## src/design/nmea_wind_sentence_parser_defines.svh

```systemverilog
// Assertion macros shared by the wind sentence parser modules.
`ifndef NMEA_WIND_SENTENCE_PARSER_DEFINES_SVH
`define NMEA_WIND_SENTENCE_PARSER_DEFINES_SVH

// The condition must hold in the same cycle as the trigger.
`define NWSP_ASSERT_SAME(label, ante, cons, msg) \
  label: assert property (@(posedge clk) disable iff (rst) (ante) |-> (cons)) \
    else $error(msg);

// The condition must hold in the cycle after the trigger.
`define NWSP_ASSERT_NEXT(label, ante, cons, msg) \
  label: assert property (@(posedge clk) disable iff (rst) (ante) |=> (cons)) \
    else $error(msg);

`endif

```

## src/design/nwsp_pkg.sv

```systemverilog
// Shared types, constants and helpers for the wind sentence parser.
package nwsp_pkg;

  localparam int MAX_FIELDS     = 10;
  localparam int MIN_FIELDS     = 6;
  localparam int FN_W           = 4;
  localparam int PREFIX_LEN     = 6;
  localparam int FIFO_DEPTH     = 4;
  localparam int FIFO_AW        = 2;
  localparam int FIFO_CW        = 3;
  localparam int VAL_W          = 17;
  localparam int MAG_W          = 16;

  localparam logic [FN_W-1:0] FIELD_LAST   = FN_W'(MAX_FIELDS - 1);
  localparam logic [FN_W-1:0] FIELD_ENOUGH = FN_W'(MIN_FIELDS - 1);
  localparam logic [FN_W-1:0] FIELD_ANGLE  = FN_W'(1);
  localparam logic [FN_W-1:0] FIELD_REF    = FN_W'(2);
  localparam logic [FN_W-1:0] FIELD_SPEED  = FN_W'(3);
  localparam logic [FN_W-1:0] FIELD_UNIT   = FN_W'(4);
  localparam logic [FN_W-1:0] FIELD_STATUS = FN_W'(5);

  localparam logic [7:0] CH_SPACE = 8'h20;
  localparam logic [7:0] CH_PLUS  = 8'h2B;
  localparam logic [7:0] CH_MINUS = 8'h2D;
  localparam logic [7:0] CH_DOT   = 8'h2E;
  localparam logic [7:0] CH_COMMA = 8'h2C;
  localparam logic [7:0] CH_STAR  = 8'h2A;
  localparam logic [7:0] CH_ZERO  = 8'h30;
  localparam logic [7:0] CH_NINE  = 8'h39;

  localparam logic [MAG_W-1:0] MAG_LIMIT = '1;

  typedef enum logic [2:0] {
    CLS_DIGIT = 3'd0,
    CLS_PLUS  = 3'd1,
    CLS_MINUS = 3'd2,
    CLS_DOT   = 3'd3,
    CLS_COMMA = 3'd4,
    CLS_STAR  = 3'd5,
    CLS_OTHER = 3'd6
  } char_class_t;

  typedef struct packed {
    logic [7:0]  ch;
    char_class_t cls;
    logic        eos;
    logic        prefix_good;
  } token_t;

  typedef struct packed {
    logic sign;
    logic dot;
    logic frac;
    logic stopped;
    logic roundup;
  } num_flags_t;

  function automatic logic [7:0] prefix_char(input logic [2:0] pos);
    logic [7:0] c;
    case (pos)
      3'd0:    c = 8'h24; // '$'
      3'd1:    c = 8'h57; // 'W'
      3'd2:    c = 8'h49; // 'I'
      3'd3:    c = 8'h4D; // 'M'
      3'd4:    c = 8'h57; // 'W'
      3'd5:    c = 8'h56; // 'V'
      default: c = 8'h00;
    endcase
    return c;
  endfunction

  function automatic char_class_t classify(input logic [7:0] c);
    char_class_t k;
    if (c >= CH_ZERO && c <= CH_NINE) k = CLS_DIGIT;
    else if (c == CH_PLUS)            k = CLS_PLUS;
    else if (c == CH_MINUS)           k = CLS_MINUS;
    else if (c == CH_DOT)             k = CLS_DOT;
    else if (c == CH_COMMA)           k = CLS_COMMA;
    else if (c == CH_STAR)            k = CLS_STAR;
    else                              k = CLS_OTHER;
    return k;
  endfunction

endpackage

```

## src/design/nwsp_front.sv

```systemverilog
// Front end: takes bytes, tracks the prefix and classifies each byte into a token.
module nwsp_front (
  input  logic            clk,
  input  logic            rst,
  input  logic [7:0]      char_in,
  input  logic            end_of_sentence,
  input  logic            in_valid,
  output logic            in_stall,
  input  logic            queue_full,
  output logic            push,
  output nwsp_pkg::token_t push_data
);
  import nwsp_pkg::*;

  logic [2:0] prefix_pos;
  logic       prefix_failed;
  logic [2:0] prefix_pos_next;
  logic       prefix_failed_next;
  logic       in_prefix;

  assign in_stall  = queue_full;
  assign push      = in_valid && !queue_full;
  assign in_prefix = prefix_pos < 3'(PREFIX_LEN);

  always_comb begin
    prefix_pos_next    = prefix_pos;
    prefix_failed_next = prefix_failed;
    if (in_prefix) begin
      prefix_pos_next = prefix_pos + 3'd1;
      if (char_in != prefix_char(prefix_pos)) prefix_failed_next = 1'b1;
    end
  end

  always_comb begin
    push_data.ch          = char_in;
    push_data.cls         = classify(char_in);
    push_data.eos         = end_of_sentence;
    push_data.prefix_good = !prefix_failed_next && prefix_pos_next >= 3'(PREFIX_LEN);
  end

  always_ff @(posedge clk) begin
    if (rst) begin
      prefix_pos    <= '0;
      prefix_failed <= 1'b0;
    end else if (push) begin
      if (end_of_sentence) begin
        prefix_pos    <= '0;
        prefix_failed <= 1'b0;
      end else begin
        prefix_pos    <= prefix_pos_next;
        prefix_failed <= prefix_failed_next;
      end
    end
  end

endmodule

```

## src/design/nwsp_fifo.sv

```systemverilog
// Short token queue between the front end and the field parser.
`include "nmea_wind_sentence_parser_defines.svh"

module nwsp_fifo (
  input  logic             clk,
  input  logic             rst,
  input  logic             push,
  input  nwsp_pkg::token_t push_data,
  input  logic             pop,
  output nwsp_pkg::token_t pop_data,
  output logic             full,
  output logic             empty
);
  import nwsp_pkg::*;

  token_t             slots [FIFO_DEPTH];
  logic [FIFO_AW-1:0] wr_ptr;
  logic [FIFO_AW-1:0] rd_ptr;
  logic [FIFO_CW-1:0] count;

  assign full     = count == FIFO_CW'(FIFO_DEPTH);
  assign empty    = count == '0;
  assign pop_data = slots[rd_ptr];

  always_ff @(posedge clk) begin
    if (push) slots[wr_ptr] <= push_data;
  end

  always_ff @(posedge clk) begin
    if (rst) begin
      wr_ptr <= '0;
      rd_ptr <= '0;
      count  <= '0;
    end else begin
      if (push) wr_ptr <= wr_ptr + FIFO_AW'(1);
      if (pop)  rd_ptr <= rd_ptr + FIFO_AW'(1);
      case ({push, pop})
        2'b10:   count <= count + FIFO_CW'(1);
        2'b01:   count <= count - FIFO_CW'(1);
        default: count <= count;
      endcase
    end
  end

  `NWSP_ASSERT_SAME(a_no_pop_empty, pop, !empty, "token taken from an empty queue")
  `NWSP_ASSERT_SAME(a_no_push_full, push, !full, "token written into a full queue")
  `NWSP_ASSERT_SAME(a_count_bound, 1'b1, count <= FIFO_CW'(FIFO_DEPTH), "queue count overflow")

endmodule

```

## src/design/nwsp_back.sv

```systemverilog
// Field parser: splits the token stream into fields and builds the result item.
`include "nmea_wind_sentence_parser_defines.svh"

module nwsp_back (
  input  logic                           clk,
  input  logic                           rst,
  input  nwsp_pkg::token_t               tok,
  input  logic                           tok_avail,
  output logic                           pop,
  output logic                           out_valid,
  input  logic                           out_stall,
  output logic                           sentence_valid,
  output logic signed [nwsp_pkg::VAL_W-1:0] wind_direction,
  output logic [7:0]                     angle_reference,
  output logic signed [nwsp_pkg::VAL_W-1:0] wind_speed,
  output logic [7:0]                     speed_unit,
  output logic [7:0]                     sensor_status
);
  import nwsp_pkg::*;

  logic [FN_W-1:0]  field_number, field_number_next;
  logic             after_star, after_star_next;
  logic [MAG_W-1:0] acc, acc_next;
  num_flags_t       flags, flags_next;
  logic             started, started_next;
  logic [VAL_W-1:0] saved_angle, saved_angle_next;
  logic [VAL_W-1:0] saved_speed, saved_speed_next;
  logic [7:0]       saved_ref, saved_ref_next;
  logic [7:0]       saved_unit, saved_unit_next;
  logic [7:0]       saved_status, saved_status_next;
  logic [19:0]      acc_times_ten;
  logic [VAL_W-1:0] rounded;
  logic [VAL_W-1:0] rounded_mag;
  logic [3:0]       digit;
  logic             result_good;
  logic             payload_zero;
  logic             state_clear;

  // A non-final token never blocks; the final one waits for the output register.
  assign pop = tok_avail && (!tok.eos || !out_valid || !out_stall);

  assign digit         = tok.ch[3:0];
  assign acc_times_ten = {1'b0, acc, 3'b000} + {3'b000, acc, 1'b0} + {16'd0, digit};

  always_comb begin
    rounded_mag = {1'b0, acc};
    if (flags.roundup && acc != MAG_LIMIT) rounded_mag = rounded_mag + VAL_W'(1);
    rounded = flags.sign ? (~rounded_mag + VAL_W'(1)) : rounded_mag;
  end

  always_comb begin
    field_number_next = field_number;
    after_star_next   = after_star;
    acc_next          = acc;
    flags_next        = flags;
    started_next      = started;
    saved_angle_next  = saved_angle;
    saved_speed_next  = saved_speed;
    saved_ref_next    = saved_ref;
    saved_unit_next   = saved_unit;
    saved_status_next = saved_status;
    if (!after_star) begin
      case (tok.cls)
        CLS_STAR: begin
          after_star_next = 1'b1;
        end
        CLS_COMMA: begin
          if (field_number == FIELD_ANGLE) saved_angle_next = rounded;
          else if (field_number == FIELD_SPEED) saved_speed_next = rounded;
          if (field_number < FIELD_LAST) field_number_next = field_number + FN_W'(1);
          acc_next     = '0;
          flags_next   = '0;
          started_next = 1'b0;
        end
        default: begin
          if (field_number == FIELD_ANGLE || field_number == FIELD_SPEED) begin
            if (!flags.stopped) begin
              if (tok.cls inside {CLS_PLUS, CLS_MINUS} && !started) begin
                // A sign counts only as the very first byte of the field.
                flags_next.sign = tok.cls == CLS_MINUS;
                started_next    = 1'b1;
              end else begin
                started_next = 1'b1;
                case (tok.cls)
                  CLS_DIGIT: begin
                    if (!flags.dot) begin
                      acc_next = (acc_times_ten > {4'd0, MAG_LIMIT}) ? MAG_LIMIT
                                                                     : acc_times_ten[MAG_W-1:0];
                    end else if (!flags.frac) begin
                      flags_next.frac    = 1'b1;
                      flags_next.roundup = digit >= 4'd5;
                    end
                  end
                  CLS_DOT: begin
                    if (!flags.dot) flags_next.dot = 1'b1;
                    else flags_next.stopped = 1'b1;
                  end
                  default: flags_next.stopped = 1'b1;
                endcase
              end
            end
          end else if (!started) begin
            if (field_number == FIELD_REF) begin
              saved_ref_next = tok.ch;
              started_next   = 1'b1;
            end else if (field_number == FIELD_UNIT) begin
              saved_unit_next = tok.ch;
              started_next    = 1'b1;
            end else if (field_number == FIELD_STATUS) begin
              saved_status_next = tok.ch;
              started_next      = 1'b1;
            end
          end
        end
      endcase
    end
  end

  assign result_good = tok.prefix_good && field_number_next >= FIELD_ENOUGH;

  always_ff @(posedge clk) begin
    if (rst) begin
      field_number <= '0;
      after_star   <= 1'b0;
      acc          <= '0;
      flags        <= '0;
      started      <= 1'b0;
      saved_angle  <= '0;
      saved_speed  <= '0;
      saved_ref    <= CH_SPACE;
      saved_unit   <= CH_SPACE;
      saved_status <= CH_SPACE;
    end else if (pop) begin
      if (tok.eos) begin
        field_number <= '0;
        after_star   <= 1'b0;
        acc          <= '0;
        flags        <= '0;
        started      <= 1'b0;
        saved_angle  <= '0;
        saved_speed  <= '0;
        saved_ref    <= CH_SPACE;
        saved_unit   <= CH_SPACE;
        saved_status <= CH_SPACE;
      end else begin
        field_number <= field_number_next;
        after_star   <= after_star_next;
        acc          <= acc_next;
        flags        <= flags_next;
        started      <= started_next;
        saved_angle  <= saved_angle_next;
        saved_speed  <= saved_speed_next;
        saved_ref    <= saved_ref_next;
        saved_unit   <= saved_unit_next;
        saved_status <= saved_status_next;
      end
    end
  end

  always_ff @(posedge clk) begin
    if (rst) begin
      out_valid <= 1'b0;
    end else if (pop && tok.eos) begin
      out_valid <= 1'b1;
    end else if (!out_stall) begin
      out_valid <= 1'b0;
    end
  end

  always_ff @(posedge clk) begin
    if (pop && tok.eos) begin
      sentence_valid  <= result_good;
      wind_direction  <= result_good ? saved_angle_next : '0;
      angle_reference <= result_good ? saved_ref_next : 8'd0;
      wind_speed      <= result_good ? saved_speed_next : '0;
      speed_unit      <= result_good ? saved_unit_next : 8'd0;
      sensor_status   <= result_good ? saved_status_next : 8'd0;
    end
  end

  assign payload_zero = wind_direction == '0 && wind_speed == '0 && angle_reference == 8'd0 &&
                        speed_unit == 8'd0 && sensor_status == 8'd0;
  assign state_clear  = field_number == '0 && !after_star && !started && acc == '0;

  `NWSP_ASSERT_SAME(a_invalid_zero, out_valid && !sentence_valid, payload_zero, "invalid item")
  `NWSP_ASSERT_SAME(a_field_bound, 1'b1, field_number <= FIELD_LAST, "field counter beyond its limit")
  `NWSP_ASSERT_NEXT(a_eos_clears, pop && tok.eos, state_clear, "state not cleared after final byte")

endmodule

```

## src/design/nmea_wind_sentence_parser.sv

```systemverilog
// Wind sentence parser: one sentence byte per item, one result item per sentence.
// Throughput: one byte per clock cycle, sustained while the output side takes results.
// With nothing else queued, the result item is registered on the edge that takes its final
//   byte out of the four-entry token queue.
// A waiting result blocks only the next final byte; with three more bytes the queue fills.
// Reset (rst, synchronous) empties the queue and returns the parser to the start of a sentence.
module nmea_wind_sentence_parser (
  input  logic                              clk,
  input  logic                              rst,
  input  logic [7:0]                        char_in,
  input  logic                              end_of_sentence,
  input  logic                              in_valid,
  output logic                              in_stall,
  output logic                              out_valid,
  input  logic                              out_stall,
  output logic                              sentence_valid,
  output logic signed [nwsp_pkg::VAL_W-1:0] wind_direction,
  output logic [7:0]                        angle_reference,
  output logic signed [nwsp_pkg::VAL_W-1:0] wind_speed,
  output logic [7:0]                        speed_unit,
  output logic [7:0]                        sensor_status
);
  import nwsp_pkg::*;

  token_t push_data;
  token_t pop_data;
  logic   push;
  logic   pop;
  logic   full;
  logic   empty;

  nwsp_front u_front (
    .clk             (clk),
    .rst             (rst),
    .char_in         (char_in),
    .end_of_sentence (end_of_sentence),
    .in_valid        (in_valid),
    .in_stall        (in_stall),
    .queue_full      (full),
    .push            (push),
    .push_data       (push_data)
  );

  nwsp_fifo u_fifo (
    .clk       (clk),
    .rst       (rst),
    .push      (push),
    .push_data (push_data),
    .pop       (pop),
    .pop_data  (pop_data),
    .full      (full),
    .empty     (empty)
  );

  nwsp_back u_back (
    .clk             (clk),
    .rst             (rst),
    .tok             (pop_data),
    .tok_avail       (!empty),
    .pop             (pop),
    .out_valid       (out_valid),
    .out_stall       (out_stall),
    .sentence_valid  (sentence_valid),
    .wind_direction  (wind_direction),
    .angle_reference (angle_reference),
    .wind_speed      (wind_speed),
    .speed_unit      (speed_unit),
    .sensor_status   (sensor_status)
  );

endmodule
```

## config.mk

```make
export PLATFORM = sky130hd
export DESIGN_NAME = nmea_wind_sentence_parser
export DESIGN_NICKNAME = d
export VERILOG_FILES = /design/src/design/nwsp_pkg.sv /design/src/design/nwsp_front.sv /design/src/design/nwsp_fifo.sv /design/src/design/nwsp_back.sv /design/src/design/nmea_wind_sentence_parser.sv
export VERILOG_INCLUDE_DIRS = /design/src /design/src/design
export SDC_FILE = /design/constraint.sdc
export NUM_CORES = 1
export LEC_CHECK = 0
export BUFFER_PORTS_ARGS = -buffer_cell sky130_fd_sc_hd__clkbuf_2
export CORE_AREA = 10 10 188 190
export CTS_BUF_LIST = sky130_fd_sc_hd__clkbuf_8
export DETAILED_ROUTE_END_ITERATION = 16
export DIE_AREA = 0 0 198 200
export PLACE_DENSITY = 0.61
export SKIP_LAST_GASP = 1
export SLEW_MARGIN = 40
export SYNTH_ARGS = -nofsm -noshare
export SYNTH_HDL_FRONTEND = slang
export SYNTH_SLANG_ARGS = --single-unit
```

## constraint.sdc

```tcl
create_clock -name clk -period 7.5 [get_ports clk]
set_input_delay 1.5 -clock clk [delete_from_list [all_inputs] [get_ports clk]]
set_output_delay 1.5 -clock clk [all_outputs]
set_load 0.05 [all_outputs]
```

==> results.txt <==
Status: completed
Largest net degree at the start of global routing: 60
Post-placement cell area: 11500 um^2
Hold Path Stages: 2
CP top delay family: compound AO/OA/AOI/OAI gates
Max Fclk: 0.218 GHz
Drt pass-1 iters: 5
Io pins: 74
Ys Warns: 0
Post-route setup slack: 2.92 ns
RSZ-0062 raised after global routing: no
CTS tree: yes
First-pass GRT wire length: 41600 um
Placer Congestion: 0.877
Worst reg-to-reg path cell count: 11
Global route overflow: 0
Drt initial violations: 529
Ant. Diodes: 0
Yosys reg bits: 210
Post-synth EDFFs: 111
Seq/Total Area, Yosys: 0.489
DIE HEIGHT: 200 um
Initial antenna violation count: 0
Clock Sinks: 210
Critical Path Source Type: flip-flop
Cell Count, Final, Fillers Out: 1535
Final Util: 0.391
Worst setup EP type: flip-flop
Min Tclk post-route: 4.58 ns
Core ar.: 31400 um^2
Buf+Inv Stages, Crit Path: 0
Post-CTS sizing: 0
Setup violations, final: 0
Hold wc startpoint: u_back.saved_speed[6]
Buffers on Ports: 73
Crit Path Max Fanout: 13
Post-Synthesis Cells: 1049
Final instance area: 12300 um^2
DP HPWL: 18200 um
DRC errors left: 0
Area Growth Syn to Fin: 12.8%
H-tree depth: 2
Prevailing post-synth register cell: edfxtp_1
Total GRT Usage: 0.127
Worst Path Class, Setup: reg -> reg
Die Area: 39600 um^2
# rows: 65
Worst-case clock buffer depth: 3
R2r setup slk: 2.92 ns
Hold endpoint: u_back.saved_speed[6]
Avg Cell Area, Syn: 10.4 um^2
Arrival @ worst endpoint: 4.96 ns
Hold_buf cts: 0
Pre-CTS WS: 2.95 ns
Initial Util: 0.347
ANT nets after route: 0
Worst Max-Slew Pin Slew: 0.812 ns
Relative slew slack: 0.455
Worst-path clk slew: 0.06 ns
Die Wd: 198 um
Placed insts: 1468
Pins Over Slew Limit: 0
FFs w/ async S/R, synth: 0
Layout cell share with drive strength beyond 1: 0.154
Post-CTS setup buffer count: 0
Root buf cell: clkbuf_8
Crit path largest cell delay: 0.69 ns
CP cell instances: mux4_2 -> fa_1 -> ha_1 -> a21oi_1 -> and4b_1 -> o31ai_1 -> a21oi_1 -> o21ai_0 -> a21oi_1 -> nor3_1 -> o21ai_0
Setup TNS: 0 ns
Final wirelength: 25400 um
HP Class: reg -> reg
Vias in the first global route: 7897
Tcrit/Tclk final: 0.610
Final clock skew: 0.0194 ns
CTS Buf Count: 37
Total number of vias: 8168
Reg2reg end: u_back.acc[7]
Netlist Area Pre-Place: 10900 um^2
WP data required: 7.88 ns
Max-Cap Viols: 0
Clock latency at the later pin of the worst-skew pair: 0.54 ns
Net count after synthesis: 1110
Nets: 1166
Vias per cell: 5.32
Routed wire per std cell: 16.6 um
Cell leakage power: 4.53 nW
Most Frequent Cell on Critical Path: a21oi_1
Worst VDD drop: 0.126 mV
Distinct cells, synth: 82
Critical-path top delay cell: mux4_2
Final hold viol count: 0
PD cells: 309 nW/um^2
Filler cell count in the final layout: 3109
report_power, final:
group / total (mW) / switching, mW / internal, mW
sequential: 1.50 / 0.0953 / 1.41
clock: 1.04 / 0.472 / 0.564
combinational: 1.25 / 0.937 / 0.317
total: 3.79 / 1.50 / 2.29
cell usage after synthesis (all sizes together), types with 7 or more instances:
cell | number | area (um^2)
and3 | 10 | 62.6
nor2 | 140 | 526
xnor2 | 32 | 288
nand3 | 20 | 100
clkbuf | 32 | 121
buf | 29 | 160
o22ai | 7 | 43.8
edfxtp | 111 | 3330
a211oi | 16 | 133
and2 | 10 | 62.6
ha | 45 | 563
nor3 | 32 | 170
nand2 | 73 | 274
dfxtp | 99 | 1980
xor2 | 14 | 123
o21a | 7 | 52.6
a21oi | 48 | 240
mux4 | 13 | 293
o31ai | 14 | 105
inv | 25 | 93.8
nand2b | 7 | 43.8
a31oi | 12 | 75.1
mux2i | 37 | 370
nand4 | 10 | 75.1
a22oi | 36 | 270
o21ai | 56 | 280
tightest hold or removal path, delay by kind of cell (launching register included):
family             cells  cell delay (ns)
DFF                    1             0.32
and+or+nand+nor        1             0.05
AOI/OAI and AO/OA      1             0.05
worst max-delay path by stage:
stage | end | slack, ns | startpoint | depth (start not counted)
final | u_back.acc[7] | 2.92 | flip-flop | 11
after global routing | u_back.acc[7] | 2.59 | flip-flop | 11
after detailed placement | u_back.acc[7] | 2.95 | flip-flop | 11
after CTS | u_back.acc[7] | 2.91 | flip-flop | 11
after global placement | u_back.acc[10] | 2.73 | flip-flop | 11
after floorplan | u_back.angle_reference[0] | 3.45 | out_stall | 4
logic make-up after synthesis:
group | count (synthesis) | synth area share
and+or+nand+nor | 350 | 0.158
DFF | 210 | 0.489
muxes | 51 | 0.0620
AOI/OAI and AO/OA | 257 | 0.162
xor gates and xnor gates | 46 | 0.0377
adders and majority gates | 48 | 0.0573
buffers and inverters | 87 | 0.0348
through the flow:
| step | hold WS, ns | total power [mW] |
|---|---|---|
| after floorplan | 0.424 | 2.47 |
| after global placement | 0.434 | 2.77 |
| after detailed placement | 0.440 | 2.80 |
| after CTS | 0.452 | 3.84 |
| after global routing | 0.478 | 4.00 |
| final | 0.451 | 3.79 |
layer usage:
metal	track usage	part of all wire	vias up
met3	0.0233	0.041	35
met2	0.216	0.48	168
li1	-	-	4027
met5	0	0	-
met1	0.159	0.45	3938
met4	0.0444	0.021	0
layout by cell type, fill, tap and decap left out, drive strengths merged, types with 5 or more instances in the layout:
cell type	count
clkinv	5
and3	10
o21ai	56
nor4	6
o31ai	14
xor2	14
mux4	13
a31oi	12
nor3	32
a21o	5
nand4	10
a21oi	48
o21a	7
a311oi	5
and2	10
and4	6
o21bai	5
or4	6
buf	5
a211o	6
nand3	20
nand3b	5
nand2	73
dfxtp	99
clkbuf	116
nor2	140
nand2b	7
inv	44
a211oi	16
a221o	6
xnor2	32
o22ai	7
edfxtp	111
mux2i	37
a22oi	36
nor2b	6
ha	45
cell type report:
cell class                 instances  area [um^2]  area share
inverter                          26         97.6     0.00796
clock buffer                      43          592      0.0482
timing repair buffer              78          405      0.0330
multi-input combinational        752         5210       0.425
tap                              402          503      0.0410
clock inverter                    24          145      0.0118
sequential                       210         5320       0.433
flip-flops by register name (all words and copies together), names as in the netlist, 4 cells and up, named ones only:
name,flops
u_back.acc,16
u_back.speed_unit,8
u_back.saved_speed,17
u_fifo.slots,52
u_back.wind_speed,17
u_back.saved_unit,8
u_back.angle_reference,8
u_back.flags,5
u_back.saved_status,8
u_back.wind_direction,17
u_back.saved_angle,17
u_back.sensor_status,8
u_back.field_number,4
u_back.saved_ref,8
No activity file was read; power rests on OpenSTA's default activity.
